## src/rtl/core/i2c_master_byte_writer_assert.svh

```systemverilog
// ----------------------------------------------------------------------------
// I2C byte writer assertion macros
// Shorthand for the concurrent checks of the byte writer, clocked on clk
// and held off while rst_n is low.
// ----------------------------------------------------------------------------
`ifndef I2C_MASTER_BYTE_WRITER_ASSERT_SVH
`define I2C_MASTER_BYTE_WRITER_ASSERT_SVH

// Same-cycle implication
`define I2CW_ASSERT_SAME(label, ante, cons) \
    label: assert property (@(posedge clk) disable iff (!rst_n) (ante) |-> (cons)) \
        else $error("%m: same-cycle check failed");

// Next-cycle implication
`define I2CW_ASSERT_NEXT(label, ante, cons) \
    label: assert property (@(posedge clk) disable iff (!rst_n) (ante) |=> (cons)) \
        else $error("%m: next-cycle check failed");

`endif

```

## src/rtl/core/i2cw_pkg.sv

```systemverilog
// ----------------------------------------------------------------------------
// I2C byte writer package
// Phase codes, word types and fixed constants shared by the byte writer.
// ----------------------------------------------------------------------------
package i2cw_pkg;

    localparam int unsigned TICK_W    = 16;
    localparam int unsigned BYTE_W    = 8;
    localparam int unsigned BIT_POS_W = 3;

    localparam logic [BIT_POS_W-1:0] MSB_INDEX         = 3'd7;
    localparam logic [TICK_W-1:0]    PHASE_TICKS_RESET = 16'd200;

    typedef enum logic [3:0] {
        PH_IDLE     = 4'd0,
        PH_START_A  = 4'd1,
        PH_START_B  = 4'd2,
        PH_BIT_LOW  = 4'd3,
        PH_BIT_HIGH = 4'd4,
        PH_ACK_LOW  = 4'd5,
        PH_ACK_HIGH = 4'd6,
        PH_ACK_HOLD = 4'd7,
        PH_HOLD     = 4'd8,
        PH_STOP_A   = 4'd9,
        PH_STOP_B   = 4'd10
    } bus_phase_t;

    typedef struct packed {
        logic              operation;
        logic [BYTE_W-1:0] tx_byte;
        logic              end_of_message;
        logic              sda_sample;
    } item_t;

    typedef struct packed {
        logic scl_pull_low;
        logic sda_pull_low;
        logic ready_res;
        logic ack_valid;
        logic nack;
        logic finished;
    } result_t;

endpackage

```

## src/rtl/core/i2cw_seq.sv

```systemverilog
// ----------------------------------------------------------------------------
// I2C byte writer sequencer
// Holds the bus phase, bit pointer, shift register and phase timer, and
// advances them by one tick per enabled cycle.
// ----------------------------------------------------------------------------
module i2cw_seq (
    input  logic                         clk,
    input  logic                         rst_n,
    input  logic                         step_en,
    input  i2cw_pkg::item_t              item,
    input  logic [i2cw_pkg::TICK_W-1:0]  phase_ticks,
    output i2cw_pkg::result_t            result
);
    import i2cw_pkg::*;

    bus_phase_t           phase_reg, phase_next;
    logic [BIT_POS_W-1:0] bit_pos_reg, bit_pos_next;
    logic [BYTE_W-1:0]    shift_reg, shift_next;
    logic [TICK_W-1:0]    tick_reg, tick_next;
    logic                 last_reg, last_next;
    logic                 open_reg, open_next;

    logic [TICK_W-1:0]    limit;
    logic [TICK_W-1:0]    tick_inc;
    logic                 ready_now;
    logic                 cur_bit;

    always_ff @(posedge clk or negedge rst_n)
    begin
        if (!rst_n)
        begin
            phase_reg   <= PH_IDLE;
            bit_pos_reg <= '0;
            shift_reg   <= '0;
            tick_reg    <= '0;
            last_reg    <= 1'b0;
            open_reg    <= 1'b0;
        end
        else if (step_en)
        begin
            phase_reg   <= phase_next;
            bit_pos_reg <= bit_pos_next;
            shift_reg   <= shift_next;
            tick_reg    <= tick_next;
            last_reg    <= last_next;
            open_reg    <= open_next;
        end
    end

    always_comb
    begin
        phase_next   = phase_reg;
        bit_pos_next = bit_pos_reg;
        shift_next   = shift_reg;
        tick_next    = tick_reg;
        last_next    = last_reg;
        open_next    = open_reg;
        result       = '0;

        // zero length behaves as one tick
        limit     = (phase_ticks == '0) ? {{(TICK_W-1){1'b0}}, 1'b1} : phase_ticks;
        tick_inc  = tick_reg + {{(TICK_W-1){1'b0}}, 1'b1};
        ready_now = (phase_reg inside {PH_IDLE, PH_HOLD});

        if (item.operation && ready_now)
        begin
            shift_next   = item.tx_byte;
            last_next    = item.end_of_message;
            bit_pos_next = MSB_INDEX;
            tick_next    = '0;
            phase_next   = open_reg ? PH_BIT_LOW : PH_START_A;
            open_next    = 1'b1;
        end
        else if (!ready_now)
        begin
            tick_next = tick_inc;
            if (tick_inc >= limit)
            begin
                tick_next = '0;
                case (phase_reg)
                    PH_START_A: phase_next = PH_START_B;
                    PH_START_B:
                    begin
                        bit_pos_next = MSB_INDEX;
                        phase_next   = PH_BIT_LOW;
                    end
                    PH_BIT_LOW: phase_next = PH_BIT_HIGH;
                    PH_BIT_HIGH:
                    begin
                        if (bit_pos_reg == '0)
                        begin
                            phase_next = PH_ACK_LOW;
                        end
                        else
                        begin
                            bit_pos_next = bit_pos_reg - {{(BIT_POS_W-1){1'b0}}, 1'b1};
                            phase_next   = PH_BIT_LOW;
                        end
                    end
                    PH_ACK_LOW: phase_next = PH_ACK_HIGH;
                    PH_ACK_HIGH:
                    begin
                        result.ack_valid = 1'b1;
                        result.nack      = item.sda_sample;
                        phase_next       = PH_ACK_HOLD;
                    end
                    PH_ACK_HOLD: phase_next = last_reg ? PH_STOP_A : PH_HOLD;
                    PH_STOP_A:   phase_next = PH_STOP_B;
                    PH_STOP_B:
                    begin
                        phase_next      = PH_IDLE;
                        open_next       = 1'b0;
                        last_next       = 1'b0;
                        result.finished = 1'b1;
                    end
                    default:
                    begin
                        // drop back to idle from a stray code
                        phase_next = PH_IDLE;
                        open_next  = 1'b0;
                    end
                endcase
            end
        end

        // drive levels follow the updated phase
        cur_bit = shift_next[bit_pos_next];
        case (phase_next)
            PH_START_B:  result.sda_pull_low = 1'b1;
            PH_BIT_LOW:
            begin
                result.scl_pull_low = 1'b1;
                result.sda_pull_low = ~cur_bit;
            end
            PH_BIT_HIGH: result.sda_pull_low = ~cur_bit;
            PH_ACK_LOW:  result.scl_pull_low = 1'b1;
            PH_HOLD:     result.scl_pull_low = 1'b1;
            PH_STOP_A:
            begin
                result.scl_pull_low = 1'b1;
                result.sda_pull_low = 1'b1;
            end
            PH_STOP_B:   result.sda_pull_low = 1'b1;
            default:     result.sda_pull_low = 1'b0;
        endcase
        result.ready_res = (phase_next inside {PH_IDLE, PH_HOLD});
    end

endmodule

```

## src/rtl/core/i2c_master_byte_writer.sv

```systemverilog
// ----------------------------------------------------------------------------
// I2C master byte writer
// Open-drain I2C write sequencer, one bus tick per input word.
// ----------------------------------------------------------------------------
// Each input word is one tick of the bus timer and yields exactly one output
// word carrying the SCL/SDA pull-down levels and the status flags for that
// tick. One word is accepted every clock cycle; after acceptance a word is
// held in the input register, and its result passes through the sequencer
// into the output register. Throughput drops only when the output side
// stalls. phase_ticks sets how many ticks each bus phase lasts and should be
// written only while no words are in flight.
`include "i2c_master_byte_writer_assert.svh"

module i2c_master_byte_writer (
    input  logic                              clk,
    input  logic                              rst_n,
    input  logic                              cfg_write_en,
    input  logic [i2cw_pkg::TICK_W-1:0]       cfg_write_data,
    input  logic                              in_valid,
    output logic                              in_ready,
    input  logic                              operation,
    input  logic [i2cw_pkg::BYTE_W-1:0]       tx_byte,
    input  logic                              end_of_message,
    input  logic                              sda_sample,
    output logic                              out_valid,
    input  logic                              out_ready,
    output logic                              scl_pull_low,
    output logic                              sda_pull_low,
    output logic                              ready_res,
    output logic                              ack_valid,
    output logic                              nack,
    output logic                              finished
);
    import i2cw_pkg::*;

    logic [TICK_W-1:0] phase_ticks_reg;
    logic              in_valid_reg;
    item_t             item_reg;
    logic              out_valid_reg;
    result_t           result_reg;
    result_t           step_result;
    logic              advance;

    always_ff @(posedge clk or negedge rst_n)
    begin
        if (!rst_n)
        begin
            phase_ticks_reg <= PHASE_TICKS_RESET;
        end
        else if (cfg_write_en)
        begin
            phase_ticks_reg <= cfg_write_data;
        end
    end

    // advance the held word when the output slot is free or being drained
    assign advance  = in_valid_reg && (!out_valid_reg || out_ready);
    assign in_ready = !in_valid_reg || advance;

    always_ff @(posedge clk or negedge rst_n)
    begin
        if (!rst_n)
        begin
            in_valid_reg <= 1'b0;
        end
        else if (in_ready)
        begin
            in_valid_reg <= in_valid;
        end
    end

    always_ff @(posedge clk)
    begin
        if (in_valid && in_ready)
        begin
            item_reg <= '{operation:      operation,
                          tx_byte:        tx_byte,
                          end_of_message: end_of_message,
                          sda_sample:     sda_sample};
        end
    end

    i2cw_seq u_seq (
        .clk         (clk),
        .rst_n       (rst_n),
        .step_en     (advance),
        .item        (item_reg),
        .phase_ticks (phase_ticks_reg),
        .result      (step_result)
    );

    always_ff @(posedge clk or negedge rst_n)
    begin
        if (!rst_n)
        begin
            out_valid_reg <= 1'b0;
        end
        else if (advance)
        begin
            out_valid_reg <= 1'b1;
        end
        else if (out_ready)
        begin
            out_valid_reg <= 1'b0;
        end
    end

    always_ff @(posedge clk)
    begin
        if (advance)
        begin
            result_reg <= step_result;
        end
    end

    assign out_valid    = out_valid_reg;
    assign scl_pull_low = result_reg.scl_pull_low;
    assign sda_pull_low = result_reg.sda_pull_low;
    assign ready_res    = result_reg.ready_res;
    assign ack_valid    = result_reg.ack_valid;
    assign nack         = result_reg.nack;
    assign finished     = result_reg.finished;

    `I2CW_ASSERT_SAME(a_finish_releases_bus, out_valid && finished, !scl_pull_low && !sda_pull_low && ready_res)
    `I2CW_ASSERT_SAME(a_ack_releases_bus, out_valid && ack_valid, !scl_pull_low && !sda_pull_low && !finished)
    `I2CW_ASSERT_SAME(a_nack_needs_ack, out_valid && nack, ack_valid)
    `I2CW_ASSERT_NEXT(a_advance_fills_output, advance, out_valid)

endmodule
```

## config.mk

```make
export PLATFORM = sky130hd
export DESIGN_NAME = i2c_master_byte_writer
export DESIGN_NICKNAME = d
export VERILOG_FILES = /design/src/rtl/core/i2cw_pkg.sv /design/src/rtl/core/i2cw_seq.sv /design/src/rtl/core/i2c_master_byte_writer.sv
export VERILOG_INCLUDE_DIRS = /design/src /design/src/rtl/core
export SDC_FILE = /design/constraint.sdc
export NUM_CORES = 1
export LEC_CHECK = 0
export BUFFER_PORTS_ARGS = -buffer_cell sky130_fd_sc_hd__buf_2
export CAP_MARGIN = 20
export CORE_MARGIN = 2
export CORE_UTILIZATION = 45
export CTS_CLUSTER_DIAMETER = 30
export DETAILED_ROUTE_END_ITERATION = 10
export PLACE_DENSITY = 0.61
export SKIP_CTS_REPAIR_TIMING = 1
export SLEW_MARGIN = 20
export SYNTH_ARGS = -nofsm -noshare
export SYNTH_HDL_FRONTEND = slang
export SYNTH_SLANG_ARGS = --single-unit
```

## constraint.sdc

```tcl
create_clock -name clk -period 7.64 [get_ports clk]
set_input_delay 1.146 -clock clk [delete_from_list [all_inputs] [get_ports clk]]
set_output_delay 1.146 -clock clk [all_outputs]
set_load 0.005 [all_outputs]
```

==> impl_metrics.py, run 1 <==
metrics = {
    "status": {
        "status": "complete, no violations",
    },
    "worst_setup_path": {
        "crit_chain": "nand3_1, nor2_1, nand2_1, nor2_1, nand3_1, nor3_1, xor2_1, ha_1, nand4_1, nor3_1, nor4b_2, nor3_1, buf_4, a22o_1, a22oi_1, o31ai_1, a31oi_1, o211ai_1, nand2_1",
        "cp_common_cell": "nor3_1",
        "slowest_delay_ns": 0.46,
        "path_max_fanout": 11,
        "reg2reg_depth": 19,
        "required_ns": 7.85,
        "criticalPathCategory": "flip-flop to flip-flop",
        "r2r-end": "sda_pull_low$_DFFE_PP_",
        "critPathLaunchType": "flip-flop",
        "cp-end-kind": "flip-flop",
        "r2r-start": "u_seq.tick_reg[2]$_DFFE_PN0P_",
        "r2r_setup_slack_ns": 3.18,
        "crit_slowest_cell": "a22oi_1",
        "arrival_ns": 4.68,
    },
    "yosys": {
        "yosys_register_bits": 68,
        "synth_top_area_share_pct": 31.6,
        "async_flop_share_pct": 75.0,
        "syn_area_um2": 3810,
        "seq_area_frac_synth_pct": 47.0,
        "synth_top_cell_by_area": "dfrtp_1",
        "avgSynthCellArea_um2": 9.71,
        "yosys_warnings": 0,
        "ys_types": 56,
        "syn_nets": 443,
        "netlist_top_cells_area": "dfrtp_1 (32%), edfxtp_1 (13%), ha_1 (6.2%)",
        "synth_edf_count": 17,
        "ys.flop_type": "dfrtp_1",
        "syn_inst": 392,
    },
    "power": {
        "ir_drop_mv": 0.111,
        "p_total_mw": 1.15,
        "powerDensity_nw_per_um2": 268,
        "power.net_switching_uw": 397,
        "p_clk_share_pct": 26.8,
        "seq_power_share_pct": 45.0,
        "power.share.switching_pct": 34.6,
        "comb_power_share_pct": 28.1,
        "power_leakage_nw": 1.88,
        "p_int_uw": 750,
    },
    "finish": {
        "fin_cells": 539,
        "area_growth_pct": 12.7,
        "post-route-util_pct": 52.2,
        "final_common_cell": "nand2_1",
        "diodes": 0,
        "nets": 480,
        "drive_above_1_share_pct": 18.4,
        "mostFrequentLayoutCells": "nand2_1 (55), dfrtp_1 (48), buf_2 (39)",
    },
    "timing": {
        "fin_skew_ns": 0.0165,
        "slew_viol_final": 0,
        "slew_headroom_pct": 34.4,
        "finalSetupViolations": 0,
        "max_freq_ghz": 0.224,
        "finalSetupTns_ns": 0,
        "min_period_over_period_pct": 58.4,
        "grt_setup_unrepaired": "false",
        "min_period_ns": 4.46,
        "hold_viol_final": 0,
        "worstMarginPinSlew_ns": 0.978,
        "worst_slack_ns": 3.18,
    },
    "clocking": {
        "clk_path_buf_depth": 2,
        "cts_tree": "yes",
        "htree_levels": 3,
        "root_buffer": "clkbuf_8",
        "clk_latency_ns": 0.35,
        "cts_buffers": 9,
        "clk_pin_slew_ns": 0.09,
        "clock_sinks": 68,
    },
    "floorplanning": {
        "die_x_um": 96.0,
        "core_region_area_um2": 8220,
        "fp.dieArea_um2": 9210,
        "start_util_pct": 46.3,
        "fp-row-count": 33,
        "die_y_um": 96.0,
        "pin_count": 40,
    },
    "worst_hold_path": {
        "hold_class": "flip-flop to flip-flop",
        "holdPathStages": 1,
        "min_to": "u_seq.shift_reg[0]$_DFFE_PN0P_",
        "hp-start": "item_reg[2]$_DFFE_PP_",
    },
    "detailed_routing": {
        "first_iter_violations": 146,
        "viasPerCell": 5.51,
        "final_antenna_net_count": 0,
        "num_vias": 2972,
        "drcViolationCount": 0,
        "wl_per_cell_um": 15.5,
        "routed_wirelength_um": 8350,
        "drt_pass1_iterations": 4,
    },
    "place": {
        "dp_hpwl_um": 5950,
        "dp_cells": 523,
        "gp_congestion": 0.955,
        "port-buffer-count": 39,
        "place_ws_ns": 3.24,
    },
    "global_routing": {
        "grt_pass1_vias": 2766,
        "antenna_found_initial": 0,
        "grt_use_total_pct": 20.0,
        "grt-ovfl-total": 0,
        "grt_max_degree": 52,
        "grt_pass1_wl_um": 13900,
    },
    "run": {
        "cap_violations": 0,
    },
}
## power by group through the flow
| stage | Sequential (mW) | Clock (mW) | Combinational, mW |
|---|---|---|---|
| final | 0.517 | 0.308 | 0.323 |
| after global routing | 0.531 | 0.332 | 0.372 |
| after CTS | 0.516 | 0.316 | 0.326 |
| after detailed placement | 0.523 | 0 | 0.323 |
| after global placement | 0.520 | 0 | 0.318 |
| after floorplan | 0.482 | 0 | 0.273 |
## worst max-delay path: cells and delay by family, from the launching register on
kind,cells,cell delay (ns)
AND/OR/NAND/NOR,11,2.10
AO/OA/AOI/OAI,5,1.14
flip-flops,1,0.43
adder cells (fa/ha/maj),1,0.32
buffers and inverters,1,0.19
XOR/XNOR,1,0.12
## worst max-delay path by stage
stage	startpoint	endpoint	slack [ns]	depth (start not counted)
5_1_grt	u_seq.tick_reg[2]$_DFFE_PN0P_	sda_pull_low$_DFFE_PP_	2.81	17
2_1_floorplan	u_seq.tick_reg[2]$_DFFE_PN0P_	sda_pull_low$_DFFE_PP_	3.73	19
6_report	u_seq.tick_reg[2]$_DFFE_PN0P_	sda_pull_low$_DFFE_PP_	3.18	19
4_1_cts	u_seq.tick_reg[2]$_DFFE_PN0P_	sda_pull_low$_DFFE_PP_	3.17	19
3_3_place_gp	u_seq.tick_reg[2]$_DFFE_PN0P_	sda_pull_low$_DFFE_PP_	3.39	17
3_5_place_dp	u_seq.tick_reg[2]$_DFFE_PN0P_	sda_pull_low$_DFFE_PP_	3.24	17
## cell families after synthesis
kind of cell | Yosys count | share of synthesized area, %
compound gates | 98 | 17.3
xor+xnor | 16 | 3.68
fa+ha+maj | 19 | 6.25
buf+inv | 40 | 4.21
flops | 68 | 47.0
mux | 15 | 4.40
simple gates | 136 | 17.1
## cell usage after synthesis, types with 5 or more instances
cell type / n
a21oi_1: 8
a22o_1: 14
clkbuf_1: 14
dfrtp_1: 48
edfxtp_1: 17
ha_1: 19
inv_1: 22
mux2_2: 10
nand2_1: 55
nand2b_1: 9
nand3_1: 11
nor2_1: 23
nor3_1: 14
nor4_1: 5
o21ai_0: 38
xnor2_1: 12
## per-stage QoR
step | hold WS, ns | area (um2)
after CTS | 0.488 | 4290
after floorplan | 0.445 | 3810
final | 0.483 | 4290
after detailed placement | 0.470 | 4090
after global placement | 0.463 | 4090
after global routing | 0.509 | 4290
## routing by layer
metal,share of wire (%),GRT usage (%)
met2,44,27.4
met1,51,31.0
met5,0,0
met3,3.8,3.99
met4,1.2,7.02
## layout make-up
type,count,area [um2]
fill,778,3930
multi-input combinational,284,1860
sequential,68,1790
timing repair buffer,43,225
clock buffer,11,141
tap,105,131
inverter,23,86.3
clock inverter,5,58.8
(Power assumes the default switching activity.)
==> run 2, diff against run 1 <==
==> constraint.sdc (replaced) <==
create_clock -name clk -period 4.3 [get_ports clk]
set_input_delay 0.645 -clock clk [delete_from_list [all_inputs] [get_ports clk]]
set_output_delay 0.645 -clock clk [all_outputs]
set_load 0.005 [all_outputs]
==> impl_metrics.py, run 2 (synthesis results as in run 1) <==
metrics = {
    "floorplanning": {
        "die_x_um": 96.0,
        "fp.dieArea_um2": 9210,
        "die_y_um": 96.0,
        "fp-row-count": 33,
        "start_util_pct": 46.3,
        "pin_count": 40,
        "core_region_area_um2": 8220,
    },
    "worst_setup_path": {
        "r2r-end": "sda_pull_low$_DFFE_PP_",
        "cp_num_buf_inv": 0,
        "reg2reg_depth": 13,
        "criticalPathCategory": "flip-flop to flip-flop",
        "r2r-start": "phase_ticks_reg[9]$_DFFE_PN0P_",
        "crit_slowest_cell": "a2111oi_0",
        "cp-end-kind": "flip-flop",
        "r2r_setup_slack_ns": 0.15,
        "crit_chain": "nor4_1, a41o_1, ha_1, nand2b_1, a2111oi_0, nor4b_4, or3_4, mux2_4, a211oi_2, a311oi_2, o221ai_2, o211ai_1, nand2_1",
        "required_ns": 4.51,
        "path_max_fanout": 6,
        "arrival_ns": 4.36,
        "slowest_delay_ns": 0.89,
        "critPathLaunchType": "flip-flop",
        "crit_family": "compound AO/OA/AOI/OAI gates",
    },
    "global_routing": {
        "grt_max_degree": 43,
        "grt-ovfl-total": 0,
        "antenna_found_initial": 0,
        "grt_pass1_vias": 2653,
        "grt_pass1_wl_um": 13500,
        "grt_use_total_pct": 19.4,
    },
    "detailed_routing": {
        "drt_pass1_iterations": 5,
        "routed_wirelength_um": 8740,
        "final_antenna_net_count": 0,
        "wl_per_cell_um": 15.7,
        "drcViolationCount": 0,
        "num_vias": 3082,
        "first_iter_violations": 200,
        "viasPerCell": 5.52,
    },
    "place": {
        "place_ws_ns": 0.0399,
        "gp_congestion": 0.889,
        "dpl_cell_area_um2": 4160,
        "port-buffer-count": 39,
        "dp_hpwl_um": 6120,
    },
    "power": {
        "p_total_mw": 2.08,
        "power_leakage_nw": 1.99,
        "ir_drop_mv": 0.251,
        "powerDensity_nw_per_um2": 456,
    },
    "timing": {
        "finalSetupTns_ns": 0,
        "grt_setup_unrepaired": "true",
        "slew_headroom_pct": 31.7,
        "hold_viol_final": 0,
        "slew_viol_final": 0,
        "min_period_over_period_pct": 96.5,
        "worst_slack_ns": 0.151,
        "fin_skew_ns": 0.00708,
        "worstMarginPinSlew_ns": 0.998,
        "finalSetupViolations": 0,
        "max_freq_ghz": 0.241,
        "whs_ns": 0.156,
        "min_period_ns": 4.15,
    },
    "clocking": {
        "htree_levels": 3,
        "clk_pin_slew_ns": 0.08,
        "clk_latency_ns": 0.34,
        "root_buffer": "clkbuf_8",
        "clk_path_buf_depth": 2,
        "cts_buffers": 9,
        "cts_tree": "yes",
        "clock_sinks": 68,
    },
    "finish": {
        "drive_above_1_share_pct": 25.4,
        "area_growth_pct": 20.0,
        "mostFrequentLayoutCells": "nand2_1 (54), dfrtp_1 (48), buf_2 (39)",
        "diodes": 0,
        "fin_area_um2": 4570,
        "nets": 499,
        "fillers": 734,
        "final_common_cell": "nand2_1",
    },
    "worst_hold_path": {
        "hold_class": "primary input to async pin",
    },
    "run": {
        "cap_violations": 0,
    },
    "status": {
        "status": "complete, no violations",
    },
}
run 2: changes by cell type in the layout (fill, tap and decap cells not counted), moves of 2 or more:
cell      previous run  this run
nor3_2               1         4
nor2_1              23        21
buf_4                4        19
nor3_1              14        11
buf_6                0         2
clkinv_2             0         2
buf_12               0         2
nor2_4               0         2
nand3_1             11         9
run 2: area by class of cell:
class | instances | area (um2) | share of cell area [%]
clock buffers | 12 | 155 | 3.40
clock inverters | 4 | 23.8 | 0.521
inverters | 23 | 86.3 | 1.89
multi-input cells | 284 | 1980 | 43.3
flip-flops and latches | 68 | 1790 | 39.2
well taps | 105 | 131 | 2.88
repair buffers | 62 | 400 | 8.77
run 2: worst max path at each step:
| stage | startpoint | end | slack, ns | depth (start not counted) |
|---|---|---|---|---|
| after CTS | u_seq.tick_reg[3]$_DFFE_PN0P_ | sda_pull_low$_DFFE_PP_ | -0.004 | 18 |
| after floorplan | u_seq.tick_reg[2]$_DFFE_PN0P_ | sda_pull_low$_DFFE_PP_ | 0.39 | 19 |
| final | phase_ticks_reg[9]$_DFFE_PN0P_ | sda_pull_low$_DFFE_PP_ | 0.15 | 13 |
| after global routing | u_seq.tick_reg[3]$_DFFE_PN0P_ | sda_pull_low$_DFFE_PP_ | -0.05 | 19 |
| after detailed placement | u_seq.tick_reg[3]$_DFFE_PN0P_ | sda_pull_low$_DFFE_PP_ | 0.04 | 18 |
| after global placement | u_seq.tick_reg[3]$_DFFE_PN0P_ | sda_pull_low$_DFFE_PP_ | 0.12 | 18 |
run 2: power by group:
part / switching (mW) / total (mW) / internal [mW] / leakage (nW)
Clock: 0.248 / 0.488 / 0.240 / 0.0927
Sequential: 0.134 / 0.917 / 0.782 / 0.799
Combinational: 0.356 / 0.676 / 0.321 / 1.10
run 2: per-stage QoR:
stage	instances	utilization [%]
2_1_floorplan	392	-
3_3_place_gp	533	50.7
3_5_place_dp	533	50.7
4_1_cts	549	52.9
5_1_grt	558	55.6
6_report	558	55.6
run 2: worst register-to-register path, stage by stage (launching register included):
cell and delay [ns]:
dfrtp_1 0.38, nor4_1 0.49, a41o_1 0.29, ha_1 0.23
nand2b_1 0.13, a2111oi_0 0.89, nor4b_4 0.14, or3_4 0.44
mux2_4 0.34, a211oi_2 0.24, a311oi_2 0.08, o221ai_2 0.19
o211ai_1 0.11, nand2_1 0.06
run 2: metal layers:
layer / global-route usage (%) / part of all wire, % / vias to the layer above
li1: - / - / 1526
met1: 30.2 / 50 / 1474
met2: 27.2 / 45 / 77
met3: 4.23 / 4.4 / 5
met4: 4.64 / 0.68 / 0
met5: 0 / 0 / -
==> run 3, diff against run 2 <==
--- a/config.mk
+++ b/config.mk
@@ -13,6 +13,7 @@
 export CTS_CLUSTER_DIAMETER = 30
 export DETAILED_ROUTE_END_ITERATION = 10
 export PLACE_DENSITY = 0.61
+export SETUP_SLACK_MARGIN = 0.2
 export SKIP_CTS_REPAIR_TIMING = 1
 export SLEW_MARGIN = 20
 export SYNTH_ARGS = -nofsm -noshare
==> impl_metrics.py, run 3 (synthesis results as in run 1) <==
metrics = {
    "power": {
        "p_int_mw": 1.35,
        "power.share.switching_pct": 35.5,
        "comb_power_share_pct": 32.8,
        "ir_drop_mv": 0.253,
        "power_leakage_nw": 2.00,
        "p_total_mw": 2.09,
        "power.net_switching_uw": 744,
        "seq_power_share_pct": 43.8,
        "p_clk_share_pct": 23.3,
        "powerDensity_nw_per_um2": 456,
    },
    "place": {
        "port-buffer-count": 39,
        "dp_hpwl_um": 6120,
        "gp_congestion": 0.889,
    },
    "finish": {
        "nets": 500,
        "drive_above_1_share_pct": 26.2,
        "final_common_cell": "nand2_1",
        "area_growth_pct": 20.7,
        "diodes": 0,
        "post-route-util_pct": 55.9,
        "mostFrequentLayoutCells": "nand2_1 (54), dfrtp_1 (48), buf_2 (39)",
    },
    "global_routing": {
        "grt_max_degree": 43,
        "grt_pass1_wl_um": 13500,
        "grt_use_total_pct": 19.4,
        "antenna_found_initial": 0,
        "grt-ovfl-total": 0,
        "grt_pass1_vias": 2653,
    },
    "detailed_routing": {
        "routed_wirelength_um": 8730,
        "num_vias": 3096,
        "wl_per_cell_um": 15.6,
        "first_iter_violations": 168,
        "drcViolationCount": 0,
        "viasPerCell": 5.54,
        "final_antenna_net_count": 0,
        "drt_pass1_iterations": 4,
    },
    "floorplanning": {
        "pin_count": 40,
        "die_y_um": 96.0,
        "fp.dieArea_um2": 9210,
        "die_x_um": 96.0,
        "core_region_area_um2": 8220,
        "fp-row-count": 33,
        "start_util_pct": 46.3,
    },
    "timing": {
        "min_period_ns": 4.13,
        "slew_headroom_pct": 49.2,
        "fin_skew_ns": 0.00793,
        "worstMarginPinSlew_ns": 0.760,
        "min_period_over_period_pct": 96.0,
        "slew_viol_final": 0,
        "finalSetupViolations": 0,
        "max_freq_ghz": 0.242,
        "grt_setup_unrepaired": "true",
        "finalSetupTns_ns": 0,
        "hold_viol_final": 0,
    },
    "worst_setup_path": {
        "crit_chain": "nand3_2, nor2_4, nand2_2, nor2_4, and3_4, nand3_4, xnor2_2, ha_1, nand4_1, nor3_1, nor4b_4, or3_4, buf_6, nand4_1, o31a_1, a311oi_2, o221ai_2, o211ai_1, nand2_1",
        "reg2reg_depth": 19,
        "arrival_ns": 4.22,
        "r2r-end": "sda_pull_low$_DFFE_PP_",
        "required_ns": 4.39,
        "crit_family": "simple AND/OR/NAND/NOR gates",
        "path_max_fanout": 6,
        "critPathLaunchType": "flip-flop",
        "cp_num_buf_inv": 1,
        "cp-end-kind": "flip-flop",
        "crit_slowest_cell": "dfrtp_1",
        "criticalPathCategory": "flip-flop to flip-flop",
        "slowest_delay_ns": 0.43,
        "r2r_setup_slack_ns": 0.17,
        "r2r-start": "u_seq.tick_reg[3]$_DFFE_PN0P_",
    },
    "clocking": {
        "clk_pin_slew_ns": 0.08,
        "cts_tree": "yes",
        "cts_buffers": 9,
        "clk_path_buf_depth": 2,
        "clk_latency_ns": 0.34,
        "htree_levels": 3,
        "root_buffer": "clkbuf_8",
        "clock_sinks": 68,
    },
    "status": {
        "status": "complete, no violations",
    },
    "run": {
        "cap_violations": 0,
    },
    "worst_hold_path": {
        "hold_class": "primary input to async pin",
    },
}
[run 3: changes by cell type in the layout (fill, tap and decap cells not counted), sizes merged]
cell | before | now
buf | 62 | 63
[run 3: layer usage]
layer / GRT usage (%) / routed length, um
met2: 27.2 / 3880
met3: 4.23 / 358
met4: 4.64 / 72
met5: 0 / 0
met1: 30.2 / 4420
[run 3: final cells by class]
type | instances | area [um2]
flip-flops and latches | 68 | 1790
inverters | 23 | 86.3
clock inverters | 4 | 23.8
multi-input cells | 284 | 2000
clock buffers | 12 | 155
repair buffers | 63 | 408
fillers | 732 | 3620
well taps | 105 | 131
[run 3: how the worst max path moves through the flow]
| stage | start | end | slack, ns | cells after the start |
|---|---|---|---|---|
| 2_1_floorplan | u_seq.tick_reg[2]$_DFFE_PN0P_ | sda_pull_low$_DFFE_PP_ | 0.39 | 19 |
| 3_3_place_gp | u_seq.tick_reg[3]$_DFFE_PN0P_ | sda_pull_low$_DFFE_PP_ | 0.12 | 18 |
| 3_5_place_dp | u_seq.tick_reg[3]$_DFFE_PN0P_ | sda_pull_low$_DFFE_PP_ | 0.04 | 18 |
| 4_1_cts | u_seq.tick_reg[3]$_DFFE_PN0P_ | sda_pull_low$_DFFE_PP_ | -0.004 | 18 |
| 5_1_grt | u_seq.tick_reg[3]$_DFFE_PN0P_ | sda_pull_low$_DFFE_PP_ | -0.04 | 19 |
| 6_report | u_seq.tick_reg[3]$_DFFE_PN0P_ | sda_pull_low$_DFFE_PP_ | 0.17 | 19 |
[run 3: power by group through the flow]
stage	Clock [mW]	Sequential, mW	Combinational [mW]
after floorplan	0	0.857	0.486
after global placement	0	0.920	0.606
after detailed placement	0	0.924	0.614
after CTS	0.498	0.911	0.620
after global routing	0.531	0.946	0.762
final	0.488	0.918	0.688
[run 3: through the flow]
stage	cells	cell area [um2]	setup WS, ns	hold WS (ns)
3_3_place_gp	533	4160	0.121	0.461
2_1_floorplan	392	3810	0.393	0.349
5_1_grt	559	4590	-0.0370	0.156
6_report	559	4590	0.170	0.155
3_5_place_dp	533	4160	0.0399	0.460
4_1_cts	549	4340	-0.00442	0.160
